File: src/hw/rtl/nths_pkg.sv
// Shared types and constants for the nearest-target homing step block.
`default_nettype none

package nths_pkg;

   // Item field widths.
   localparam int POS_W      = 16;
   localparam int SLOT_W     = 3;
   localparam int VEL_W      = 9;
   localparam int SPEED_W    = 8;
   localparam int SLOT_COUNT = 8;

   // Datapath widths: difference, square, root, scaled numerator, quotient.
   localparam int D_W    = POS_W + 1;
   localparam int MUL_W  = D_W + 1;
   localparam int SQ_W   = 2 * D_W;
   localparam int ROOT_W = D_W;
   localparam int NUM_W  = D_W - 1 + SPEED_W;
   localparam int Q_W    = SPEED_W;

   // Stream and register port widths.
   localparam int REQ_TDATA_W = 40;
   localparam int RSP_TDATA_W = 56;
   localparam int CSR_ADDR_W  = 3;
   localparam int CSR_DATA_W  = 32;

   // Register reset value and register index.
   localparam logic [SPEED_W-1:0] SPEED_RESET = 8'd10;
   localparam logic               REG_SPEED   = 1'b0;

   // Input word kinds.
   localparam logic KIND_WRITE = 1'b0;
   localparam logic KIND_QUERY = 1'b1;

   // Sequencer states.
   typedef enum logic [3:0] {
      ST_IDLE,
      ST_SQ_X,
      ST_SQ_Y,
      ST_CMP,
      ST_ROOT_GO,
      ST_ROOT,
      ST_MUL_X,
      ST_DIV_X,
      ST_MUL_Y,
      ST_DIV_Y,
      ST_DONE
   } nths_state_type;

endpackage

`default_nettype wire

File: src/hw/rtl/nearest_target_homing_step.sv
// Top level: target table, scan sequencer, shared multiplier and result register.
// A target write is accepted in the idle state. A query scans every slot in turn on
// one shared multiplier: square the x offset, square the y offset, compare. When the
// mover steps, the square root and the two divisions follow; then the result is
// loaded, and a full result register holds the query in its last state. The next word
// is accepted in the cycle after the result is loaded, so none is taken mid-query.
// Reset clears the valid marks and sets speed to 10; positions are not cleared.
`default_nettype none

module nearest_target_homing_step
   import nths_pkg::*;
#(
   parameter int MAX_TARGETS = 8
) (
   input  wire logic                   clock,
   input  wire logic                   reset,
   // Request words.
   input  wire logic                   req_tvalid,
   output logic                        req_tready,
   // slot[2:0], slot_valid[3], pos_x[19:4], pos_y[35:20], zero fill above
   input  wire logic [REQ_TDATA_W-1:0] req_tdata,
   // kind[0]
   input  wire logic                   req_tuser,
   // Response words.
   output logic                        rsp_tvalid,
   input  wire logic                   rsp_tready,
   // vel_x[8:0], vel_y[17:9], new_x[33:18], new_y[49:34], zero fill above
   output logic [RSP_TDATA_W-1:0]      rsp_tdata,
   // moved[0]
   output logic                        rsp_tuser,
   // Register port.
   input  wire logic                   csr_psel,
   input  wire logic                   csr_penable,
   input  wire logic                   csr_pwrite,
   input  wire logic [CSR_ADDR_W-1:0]  csr_paddr,
   input  wire logic [CSR_DATA_W-1:0]  csr_pwdata,
   output logic [CSR_DATA_W-1:0]       csr_prdata,
   output logic                        csr_pready
);

   localparam int DEPTH = (MAX_TARGETS < SLOT_COUNT) ? MAX_TARGETS : SLOT_COUNT;
   localparam int IDX_W = (DEPTH > 1) ? $clog2(DEPTH) : 1;
   localparam logic [IDX_W-1:0] LAST_IDX = IDX_W'(DEPTH - 1);
   localparam int RSP_PAD_W = RSP_TDATA_W - 2 * VEL_W - 2 * POS_W;

   nths_state_type state_ff, state_in;

   logic [SPEED_W-1:0]      speed_ff, speed_in;
   logic [POS_W-1:0]        px_ff, px_in;
   logic [POS_W-1:0]        py_ff, py_in;
   logic [IDX_W-1:0]        idx_ff, idx_in;
   logic signed [D_W-1:0]   dx_ff, dx_in;
   logic signed [D_W-1:0]   dy_ff, dy_in;
   logic [SQ_W-1:0]         sqx_ff, sqx_in;
   logic [SQ_W-1:0]         sqy_ff, sqy_in;
   logic                    found_ff, found_in;
   logic [SQ_W-1:0]         best_ff, best_in;
   logic signed [D_W-1:0]   bdx_ff, bdx_in;
   logic signed [D_W-1:0]   bdy_ff, bdy_in;
   logic [ROOT_W-1:0]       mag_ff, mag_in;
   logic [VEL_W-1:0]        velx_ff, velx_in;
   logic [VEL_W-1:0]        vely_ff, vely_in;
   logic                    moved_ff, moved_in;
   logic                    rsp_tvalid_ff, rsp_tvalid_in;
   logic                    rsp_tuser_ff, rsp_tuser_in;
   logic [RSP_TDATA_W-1:0]  rsp_tdata_ff, rsp_tdata_in;

   logic                    req_fire;
   logic                    csr_write;
   logic                    tbl_wr;
   logic                    tbl_valid;
   logic [POS_W-1:0]        tbl_x;
   logic [POS_W-1:0]        tbl_y;
   logic signed [D_W-1:0]   dx_cur;
   logic signed [D_W-1:0]   dy_cur;
   logic [SQ_W-1:0]         d2;
   logic [D_W-1:0]          abs_x;
   logic [D_W-1:0]          abs_y;
   logic signed [MUL_W-1:0] mul_a;
   logic signed [MUL_W-1:0] mul_b;
   logic signed [2*MUL_W-1:0] mul_p;
   logic                    sqrt_start;
   logic                    sqrt_done;
   logic [ROOT_W-1:0]       sqrt_root;
   logic                    div_start;
   logic                    div_done;
   logic [Q_W-1:0]          div_q;
   logic                    out_free;

   // Signed velocity from a quotient magnitude and the sign of the offset.
   function automatic logic [VEL_W-1:0] to_vel(input logic neg, input logic [Q_W-1:0] q);
      logic [VEL_W-1:0] mag;
      mag = {1'b0, q};
      return neg ? VEL_W'(-mag) : mag;
   endfunction

   // Position plus velocity, clamped to the signed position range.
   function automatic logic [POS_W-1:0] sat_pos(input logic [POS_W-1:0] p,
                                                input logic [VEL_W-1:0] v);
      logic [POS_W:0] sum;
      sum = {p[POS_W-1], p} + {{(POS_W + 1 - VEL_W){v[VEL_W-1]}}, v};
      if (sum[POS_W] != sum[POS_W-1]) begin
         return sum[POS_W] ? {1'b1, {(POS_W - 1){1'b0}}} : {1'b0, {(POS_W - 1){1'b1}}};
      end
      return sum[POS_W-1:0];
   endfunction

   // Register port: one writable register, always ready.
   assign csr_pready = 1'b1;
   assign csr_write  = csr_psel && csr_penable && csr_pwrite && csr_pready;
   assign speed_in   = (csr_write && (csr_paddr[2] == REG_SPEED)) ?
                       csr_pwdata[SPEED_W-1:0] : speed_ff;
   assign csr_prdata = (csr_paddr[2] == REG_SPEED) ?
                       {{(CSR_DATA_W - SPEED_W){1'b0}}, speed_ff} : '0;

   // Target table, written directly from an accepted write word.
   assign req_fire = req_tvalid && req_tready;
   assign tbl_wr   = req_fire && (req_tuser == KIND_WRITE);

   nths_target_table #(
      .DEPTH (DEPTH),
      .IDX_W (IDX_W)
   ) u_table (
      .clock    (clock),
      .reset    (reset),
      .wr_en    (tbl_wr),
      .wr_slot  (req_tdata[SLOT_W-1:0]),
      .wr_valid (req_tdata[SLOT_W]),
      .wr_x     (req_tdata[SLOT_W+1 +: POS_W]),
      .wr_y     (req_tdata[SLOT_W+1+POS_W +: POS_W]),
      .rd_idx   (idx_ff),
      .rd_valid (tbl_valid),
      .rd_x     (tbl_x),
      .rd_y     (tbl_y)
   );

   // Offsets from the mover to the slot under scan, and the shared multiplier.
   assign dx_cur = $signed({tbl_x[POS_W-1], tbl_x}) - $signed({px_ff[POS_W-1], px_ff});
   assign dy_cur = $signed({tbl_y[POS_W-1], tbl_y}) - $signed({py_ff[POS_W-1], py_ff});
   assign d2     = sqx_ff + sqy_ff;
   assign abs_x  = bdx_ff[D_W-1] ? D_W'(-bdx_ff) : D_W'(bdx_ff);
   assign abs_y  = bdy_ff[D_W-1] ? D_W'(-bdy_ff) : D_W'(bdy_ff);
   assign mul_p  = mul_a * mul_b;

   nths_isqrt u_isqrt (
      .clock    (clock),
      .reset    (reset),
      .start    (sqrt_start),
      .radicand (best_ff),
      .done     (sqrt_done),
      .root     (sqrt_root)
   );

   nths_divider u_divider (
      .clock (clock),
      .reset (reset),
      .start (div_start),
      .num   (mul_p[NUM_W-1:0]),
      .den   (mag_ff),
      .done  (div_done),
      .quot  (div_q)
   );

   assign out_free = !rsp_tvalid_ff || rsp_tready;

   // Sequencer: next state, datapath register updates and unit controls.
   always_comb begin
      state_in      = state_ff;
      px_in         = px_ff;
      py_in         = py_ff;
      idx_in        = idx_ff;
      dx_in         = dx_ff;
      dy_in         = dy_ff;
      sqx_in        = sqx_ff;
      sqy_in        = sqy_ff;
      found_in      = found_ff;
      best_in       = best_ff;
      bdx_in        = bdx_ff;
      bdy_in        = bdy_ff;
      mag_in        = mag_ff;
      velx_in       = velx_ff;
      vely_in       = vely_ff;
      moved_in      = moved_ff;
      rsp_tvalid_in = rsp_tvalid_ff && !rsp_tready;
      rsp_tuser_in  = rsp_tuser_ff;
      rsp_tdata_in  = rsp_tdata_ff;
      req_tready    = 1'b0;
      mul_a         = '0;
      mul_b         = '0;
      sqrt_start    = 1'b0;
      div_start     = 1'b0;
      case (state_ff)
         ST_IDLE: begin
            req_tready = 1'b1;
            if (req_tvalid && (req_tuser == KIND_QUERY)) begin
               px_in    = req_tdata[SLOT_W+1 +: POS_W];
               py_in    = req_tdata[SLOT_W+1+POS_W +: POS_W];
               idx_in   = '0;
               found_in = 1'b0;
               best_in  = '0;
               velx_in  = '0;
               vely_in  = '0;
               moved_in = 1'b0;
               state_in = ST_SQ_X;
            end
         end
         ST_SQ_X: begin
            mul_a    = {dx_cur[D_W-1], dx_cur};
            mul_b    = {dx_cur[D_W-1], dx_cur};
            sqx_in   = mul_p[SQ_W-1:0];
            dx_in    = dx_cur;
            state_in = ST_SQ_Y;
         end
         ST_SQ_Y: begin
            mul_a    = {dy_cur[D_W-1], dy_cur};
            mul_b    = {dy_cur[D_W-1], dy_cur};
            sqy_in   = mul_p[SQ_W-1:0];
            dy_in    = dy_cur;
            state_in = ST_CMP;
         end
         ST_CMP: begin
            // Strict less-than keeps the lowest index on a tie.
            if (tbl_valid && (!found_ff || (d2 < best_ff))) begin
               found_in = 1'b1;
               best_in  = d2;
               bdx_in   = dx_ff;
               bdy_in   = dy_ff;
            end
            if (idx_ff == LAST_IDX) begin
               if (found_in && (best_in != '0)) begin
                  moved_in = 1'b1;
                  state_in = ST_ROOT_GO;
               end else begin
                  state_in = ST_DONE;
               end
            end else begin
               idx_in   = idx_ff + 1'b1;
               state_in = ST_SQ_X;
            end
         end
         ST_ROOT_GO: begin
            sqrt_start = 1'b1;
            state_in   = ST_ROOT;
         end
         ST_ROOT: begin
            if (sqrt_done) begin
               mag_in   = sqrt_root;
               state_in = ST_MUL_X;
            end
         end
         ST_MUL_X: begin
            mul_a     = {1'b0, abs_x};
            mul_b     = {{(MUL_W - SPEED_W){1'b0}}, speed_ff};
            div_start = 1'b1;
            state_in  = ST_DIV_X;
         end
         ST_DIV_X: begin
            if (div_done) begin
               velx_in  = to_vel(bdx_ff[D_W-1], div_q);
               state_in = ST_MUL_Y;
            end
         end
         ST_MUL_Y: begin
            mul_a     = {1'b0, abs_y};
            mul_b     = {{(MUL_W - SPEED_W){1'b0}}, speed_ff};
            div_start = 1'b1;
            state_in  = ST_DIV_Y;
         end
         ST_DIV_Y: begin
            if (div_done) begin
               vely_in  = to_vel(bdy_ff[D_W-1], div_q);
               state_in = ST_DONE;
            end
         end
         ST_DONE: begin
            // Load the result word once the output register is free.
            if (out_free) begin
               rsp_tvalid_in = 1'b1;
               rsp_tuser_in  = moved_ff;
               rsp_tdata_in  = {{RSP_PAD_W{1'b0}},
                                sat_pos(py_ff, vely_ff),
                                sat_pos(px_ff, velx_ff),
                                vely_ff, velx_ff};
               state_in      = ST_IDLE;
            end
         end
         default: begin
            state_in = ST_IDLE;
         end
      endcase
   end

   // Control registers.
   always_ff @(posedge clock) begin
      if (reset) begin
         state_ff      <= ST_IDLE;
         speed_ff      <= SPEED_RESET;
         rsp_tvalid_ff <= 1'b0;
      end else begin
         state_ff      <= state_in;
         speed_ff      <= speed_in;
         rsp_tvalid_ff <= rsp_tvalid_in;
      end
   end

   // Datapath registers.
   always_ff @(posedge clock) begin
      px_ff        <= px_in;
      py_ff        <= py_in;
      idx_ff       <= idx_in;
      dx_ff        <= dx_in;
      dy_ff        <= dy_in;
      sqx_ff       <= sqx_in;
      sqy_ff       <= sqy_in;
      found_ff     <= found_in;
      best_ff      <= best_in;
      bdx_ff       <= bdx_in;
      bdy_ff       <= bdy_in;
      mag_ff       <= mag_in;
      velx_ff      <= velx_in;
      vely_ff      <= vely_in;
      moved_ff     <= moved_in;
      rsp_tuser_ff <= rsp_tuser_in;
      rsp_tdata_ff <= rsp_tdata_in;
   end

   assign rsp_tvalid = rsp_tvalid_ff;
   assign rsp_tuser  = rsp_tuser_ff;
   assign rsp_tdata  = rsp_tdata_ff;

   // A finished query always leaves a word in the output register.
   a_done_loads: assert property (@(posedge clock) disable iff (reset)
      (state_ff == ST_DONE && out_free) |=> rsp_tvalid_ff)
      else $error("result word not loaded after query");

   // The velocity magnitude never exceeds the configured speed.
   a_vel_bound: assert property (@(posedge clock) disable iff (reset)
      ((state_ff == ST_DIV_X || state_ff == ST_DIV_Y) && div_done) |->
      (div_q <= speed_ff))
      else $error("velocity magnitude above speed");

   // A word that reports no move carries zero velocity.
   a_still_zero_vel: assert property (@(posedge clock) disable iff (reset)
      (rsp_tvalid_ff && !rsp_tuser_ff) |-> (rsp_tdata_ff[2*VEL_W-1:0] == '0))
      else $error("nonzero velocity without a move");

endmodule

`default_nettype wire

File: src/hw/rtl/nths_target_table.sv
// Target slot table: valid marks and stored target positions.
`default_nettype none

module nths_target_table
   import nths_pkg::*;
#(
   parameter int DEPTH = 8,
   parameter int IDX_W = 3
) (
   input  wire logic              clock,
   input  wire logic              reset,
   input  wire logic              wr_en,
   input  wire logic [SLOT_W-1:0] wr_slot,
   input  wire logic              wr_valid,
   input  wire logic [POS_W-1:0]  wr_x,
   input  wire logic [POS_W-1:0]  wr_y,
   input  wire logic [IDX_W-1:0]  rd_idx,
   output logic                   rd_valid,
   output logic [POS_W-1:0]       rd_x,
   output logic [POS_W-1:0]       rd_y
);

   logic [DEPTH-1:0] valid_ff;
   logic [DEPTH-1:0] valid_in;
   logic [POS_W-1:0] x_ff [DEPTH];
   logic [POS_W-1:0] y_ff [DEPTH];

   // A write to a slot beyond the table depth matches no entry and is dropped.
   always_comb begin
      valid_in = valid_ff;
      for (int i = 0; i < DEPTH; i++) begin
         if (wr_en && (int'(wr_slot) == i)) begin
            valid_in[i] = wr_valid;
         end
      end
   end

   always_ff @(posedge clock) begin
      if (reset) begin
         valid_ff <= '0;
      end else begin
         valid_ff <= valid_in;
      end
   end

   // Positions are stored even when the slot is marked invalid.
   always_ff @(posedge clock) begin
      for (int i = 0; i < DEPTH; i++) begin
         if (wr_en && (int'(wr_slot) == i)) begin
            x_ff[i] <= wr_x;
            y_ff[i] <= wr_y;
         end
      end
   end

   assign rd_valid = valid_ff[rd_idx];
   assign rd_x     = x_ff[rd_idx];
   assign rd_y     = y_ff[rd_idx];

endmodule

`default_nettype wire

File: src/hw/rtl/nths_isqrt.sv
// Iterative integer square root, two radicand bits per cycle.
`default_nettype none

module nths_isqrt
   import nths_pkg::*;
(
   input  wire logic             clock,
   input  wire logic             reset,
   input  wire logic             start,
   input  wire logic [SQ_W-1:0]  radicand,
   output logic                  done,
   output logic [ROOT_W-1:0]     root
);

   logic            busy_ff, busy_in;
   logic            done_ff, done_in;
   logic [SQ_W-1:0] rem_ff, rem_in;
   logic [SQ_W-1:0] acc_ff, acc_in;
   logic [SQ_W-1:0] bit_ff, bit_in;
   logic [SQ_W:0]   trial;

   // One digit step: try to subtract the current root plus the bit weight.
   always_comb begin
      trial   = {1'b0, acc_ff} + {1'b0, bit_ff};
      rem_in  = rem_ff;
      acc_in  = acc_ff;
      bit_in  = bit_ff;
      busy_in = busy_ff;
      done_in = 1'b0;
      if (start) begin
         rem_in  = radicand;
         acc_in  = '0;
         bit_in  = SQ_W'(1) << (SQ_W - 2);
         busy_in = 1'b1;
      end else if (busy_ff) begin
         if ({1'b0, rem_ff} >= trial) begin
            rem_in = rem_ff - trial[SQ_W-1:0];
            acc_in = (acc_ff >> 1) + bit_ff;
         end else begin
            acc_in = acc_ff >> 1;
         end
         bit_in = bit_ff >> 2;
         if (bit_ff[0]) begin
            busy_in = 1'b0;
            done_in = 1'b1;
         end
      end
   end

   always_ff @(posedge clock) begin
      if (reset) begin
         busy_ff <= 1'b0;
         done_ff <= 1'b0;
      end else begin
         busy_ff <= busy_in;
         done_ff <= done_in;
      end
   end

   always_ff @(posedge clock) begin
      rem_ff <= rem_in;
      acc_ff <= acc_in;
      bit_ff <= bit_in;
   end

   assign done = done_ff;
   assign root = acc_ff[ROOT_W-1:0];

   // The remainder of a floor square root never exceeds twice the root.
   a_root_remainder: assert property (@(posedge clock) disable iff (reset)
      done_ff |-> ({1'b0, rem_ff} <= {acc_ff, 1'b0}))
      else $error("square root remainder out of range");

endmodule

`default_nettype wire

File: src/hw/rtl/nths_divider.sv
// Iterative restoring divider for a quotient known to fit in Q_W bits.
`default_nettype none

module nths_divider
   import nths_pkg::*;
(
   input  wire logic              clock,
   input  wire logic              reset,
   input  wire logic              start,
   input  wire logic [NUM_W-1:0]  num,
   input  wire logic [ROOT_W-1:0] den,
   output logic                   done,
   output logic [Q_W-1:0]         quot
);

   localparam int CNT_W = $clog2(Q_W);

   logic             busy_ff, busy_in;
   logic             done_ff, done_in;
   logic [NUM_W-1:0] rem_ff, rem_in;
   logic [NUM_W-1:0] dsh_ff, dsh_in;
   logic [Q_W-1:0]   quot_ff, quot_in;
   logic [CNT_W-1:0] cnt_ff, cnt_in;
   logic             take;

   // One quotient bit per cycle, from the top bit down.
   always_comb begin
      take    = (rem_ff >= dsh_ff);
      rem_in  = rem_ff;
      dsh_in  = dsh_ff;
      quot_in = quot_ff;
      cnt_in  = cnt_ff;
      busy_in = busy_ff;
      done_in = 1'b0;
      if (start) begin
         rem_in  = num;
         dsh_in  = NUM_W'(den) << (Q_W - 1);
         quot_in = '0;
         cnt_in  = CNT_W'(Q_W - 1);
         busy_in = 1'b1;
      end else if (busy_ff) begin
         if (take) begin
            rem_in = rem_ff - dsh_ff;
         end
         quot_in = {quot_ff[Q_W-2:0], take};
         dsh_in  = dsh_ff >> 1;
         if (cnt_ff == '0) begin
            busy_in = 1'b0;
            done_in = 1'b1;
         end else begin
            cnt_in = cnt_ff - 1'b1;
         end
      end
   end

   always_ff @(posedge clock) begin
      if (reset) begin
         busy_ff <= 1'b0;
         done_ff <= 1'b0;
      end else begin
         busy_ff <= busy_in;
         done_ff <= done_in;
      end
   end

   always_ff @(posedge clock) begin
      rem_ff  <= rem_in;
      dsh_ff  <= dsh_in;
      quot_ff <= quot_in;
      cnt_ff  <= cnt_in;
   end

   assign done = done_ff;
   assign quot = quot_ff;

endmodule

`default_nettype wire

File: config.mk
export PLATFORM = sky130hd
export DESIGN_NAME = nearest_target_homing_step
export DESIGN_NICKNAME = d
export VERILOG_FILES = /design/src/hw/rtl/nths_pkg.sv /design/src/hw/rtl/nearest_target_homing_step.sv /design/src/hw/rtl/nths_target_table.sv /design/src/hw/rtl/nths_isqrt.sv /design/src/hw/rtl/nths_divider.sv
export SDC_FILE = /design/constraint.sdc
export NUM_CORES = 2
export LEC_CHECK = 0
export BUFFER_PORTS_ARGS = -buffer_cell sky130_fd_sc_hd__buf_2
export CAP_MARGIN = 20
export CELL_PAD_IN_SITES_DETAIL_PLACEMENT = 1
export CELL_PAD_IN_SITES_GLOBAL_PLACEMENT = 1
export CORE_MARGIN = 1.5
export CORE_UTILIZATION = 51
export CTS_CLUSTER_DIAMETER = 30
export DETAILED_ROUTE_END_ITERATION = 10
export GPL_TIMING_DRIVEN = 0
export PLACE_DENSITY_LB_ADDON = 0.1
export SLEW_MARGIN = 20
export SYNTH_ARGS = -nofsm -noshare
export SYNTH_HDL_FRONTEND = slang
export SYNTH_SLANG_ARGS = --single-unit
File: constraint.sdc
create_clock -name clock -period 14.1 [get_ports clock]
set_input_delay 1.41 -clock clock [delete_from_list [all_inputs] [get_ports clock]]
set_output_delay 1.41 -clock clock [all_outputs]
set_load 0.05 [all_outputs]
==> metrics <==
status finished clean; Starting Density 51.6%; post-synthesis adder-cell area fraction 21.3%; dpl cell area 51900 um2; Post-synth EDFFs 624; Reg clk slew, reported paths 0.05 ns; count of cell types in the netlist 87; Pins Over Slew Limit 0; Avg Inst Size Synth 10.9 um2; Worst EP arrival 14.22 ns; Layout area overhead 17.6%; Seq cells post-synth 721; Worst Setup End Kind register; synthesized area 49100 um2; crit start category register; top cells by area, synth edfxtp_1 38%, fa_1 13%, ha_1 8.2%, dfxtp_1 4.0%, inv_1 3.9%; Global Route Usage Sum 32.9%; Tmin final 13.76 ns; largest net degree at the start of global routing 30; cell at the root of the clock tree clkbuf_16; Leak 0.0239 uW; post-CTS setup buffer count 0; Resized Gates After CTS 3; # IOs 175; slowest cell delay on critical path 0.70 ns; setup violators final 0; cell taking the most area after synthesis edfxtp_1; Pwr Density 271 nW/um2; drt drc 0; Design Power 15700 uW; total CTS buffers 163; clk sink count 721; Max Cap Violations 0; largest family of logic cells by synthesized area adder cells; DIE AREA 98200 um2; post-synthesis simple-gate area fraction 10.8%; reg2reg setup slack 0.34 ns; DR vias/cell 5.90; HPWL Detailed 116000 um; Final Hold Vio Count 0; critical setup path kind register to register; Yosys Warn Count 0; count of input and output buffers 111; GRT met1 Usage 40.7%; First-pass DRT Iterations 5; async set-reset flop share out of synthesis 0%; initial antenna violation count 10; Rows 113; Die Width 313 um; first-pass GRT wire length 243000 um; TNS Setup 0 ns; xor/xnor share of the synthesized area 4.48%; sequential share of the synthesized area 42.1%; Synth Area in Compound Gates 10.8%; # fillers 9889; worst-path fanout max 10; core area 95200 um2; clk_skew 0.0576 ns; worst-margin pin slew 1.13 ns; antenna viol nets, final 0; HP Class register to register; Die H 313 um; CP required 14.56 ns; layout net count 5556; met2 Use GR 56.3%; Worst slew margin 23.7%; initial DRC count 2547; clk_lat worst skew 0.77 ns; fin area 57800 um2; top cell type's share of synthesized area 38.2%; fraction of layout cells with a size suffix above 1 12.4%; Final GP Congestion 0.910; VDD IR max 316 uV; busiest metal layer after global routing met2; Main synth FF type edfxtp_1; detailed-route wire length per cell 25.5 um; post-route clock period utilization 97.6%; hold_buf cts 0; vias in the first global route 40.4k; CTS H-tree depth 4; grt ovf 0; Multi-input gate area 25900 um2; RSZ-0062 raised after global routing false; M3 GR Usage 5.03%; most frequent cell after synthesis edfxtp_1; synth cell count leaders 624 x edfxtp_1, 514 x inv_1, 447 x nor2_1; most used cell, CP fa_1; mux contribution to synthesized area 4.93%; Max Root-Sink Buffers 3; WL final 159000 um; via count 36.8k; slowest cell on the critical path clkbuf_1; Max Clock Freq 0.0727 GHz; TritonCTS clock tree yes; Mapped Cells 4492; FF/Latch Area 20700 um2
cell type report:
| cell class | instances | share of cell area (%) |
|---|---|---|
| diodes | 9 | 0.0390 |
| well taps | 1265 | 2.74 |
| flip-flops and latches | 721 | 35.8 |
| inverters | 519 | 3.37 |
| plain buffers | 176 | 1.38 |
| clock inverters | 103 | 2.39 |
| multi-input cells | 3104 | 44.8 |
| repair buffers | 145 | 1.77 |
| clock buffers | 198 | 7.67 |
worst paths after layout:
kind	from	endpoint	depth (start not counted)
max	register	sqy_ff[32]	40
max reg2reg	register	sqy_ff[32]	40
min	dy_ff[6]	bdy_ff[6]	0
min reg2reg	dy_ff[6]	bdy_ff[6]	0
cells in the final DEF, fill, tap and decap left out, drive strengths merged, types with 53 or more instances in the layout:
master / count
a21o: 77
nor2: 447
ha: 321
clkbuf: 321
mux2i: 53
nand2b: 53
xnor2: 135
buf: 197
edfxtp: 624
mux4: 66
nor2b: 63
dfxtp: 97
inv: 531
xor2: 116
o21ai: 175
a21oi: 252
fa: 322
nand2: 405
power by group:
group | internal [uW] | leakage [uW] | total, uW | switching, uW
logic | 2860 | 0.0146 | 8550 | 5680
clock network | 2690 | 0.00280 | 4000 | 1310
registers | 2950 | 0.00650 | 3130 | 180
cell families after synthesis:
group	count (synthesis)
muxes	155
and+or+nand+nor	1196
AOI/OAI and AO/OA	828
buffers and inverters	696
adders and majority gates	643
xor gates and xnor gates	251
DFF	721
other	2
per-stage QoR:
stage | util [%] | setup slack [ns] | hold slack, ns | instances
2_1_floorplan | - | 4.05 | 0.400 | 4521
3_3_place_gp | 54.0 | 0.580 | 0.401 | 5897
3_5_place_dp | 54.5 | 0.205 | 0.406 | 5928
4_1_cts | 60.6 | 0.196 | 0.416 | 6229
5_1_grt | 60.7 | 0.121 | 0.420 | 6238
6_report | 60.7 | 0.338 | 0.416 | 6240
worst max-delay path: cells and delay by family (launching register included):
kind	cells	cell delay, ns
AOI/OAI and AO/OA	13	4.05
xor gates and xnor gates	1	0.48
adders and majority gates	8	3.54
buffers and inverters	8	2.50
DFF	1	0.33
muxes	2	0.84
and+or+nand+nor	8	1.68
sequential cells by signal (all words and copies together), names as in the netlist, 9 cells and up, named ones only:
| name | cells |
|---|---|
| sqx_ff | 34 |
| bdx_ff | 17 |
| vely_ff | 9 |
| u_isqrt.acc_ff | 34 |
| dx_ff | 17 |
| mag_ff | 17 |
| px_ff | 16 |
| bdy_ff | 17 |
| rsp_tdata | 50 |
| u_isqrt.bit_ff | 17 |
| u_divider.dsh_ff | 24 |
| u_divider.rem_ff | 24 |
| u_isqrt.rem_ff | 34 |
| u_table.y_ff | 128 |
| py_ff | 16 |
| u_table.x_ff | 128 |
| best_ff | 34 |
| dy_ff | 17 |
| sqy_ff | 34 |
| velx_ff | 9 |
per-layer routing:
layer	routed length, um	vias to the layer above	part of all wire (%)
met5	30	-	0.019
met4	7780	4	4.9
met3	8990	392	5.6
met2	79000	1265	50
met1	63500	18800	40
li1	-	16400	-
No activity file was read; power rests on OpenSTA's default activity.
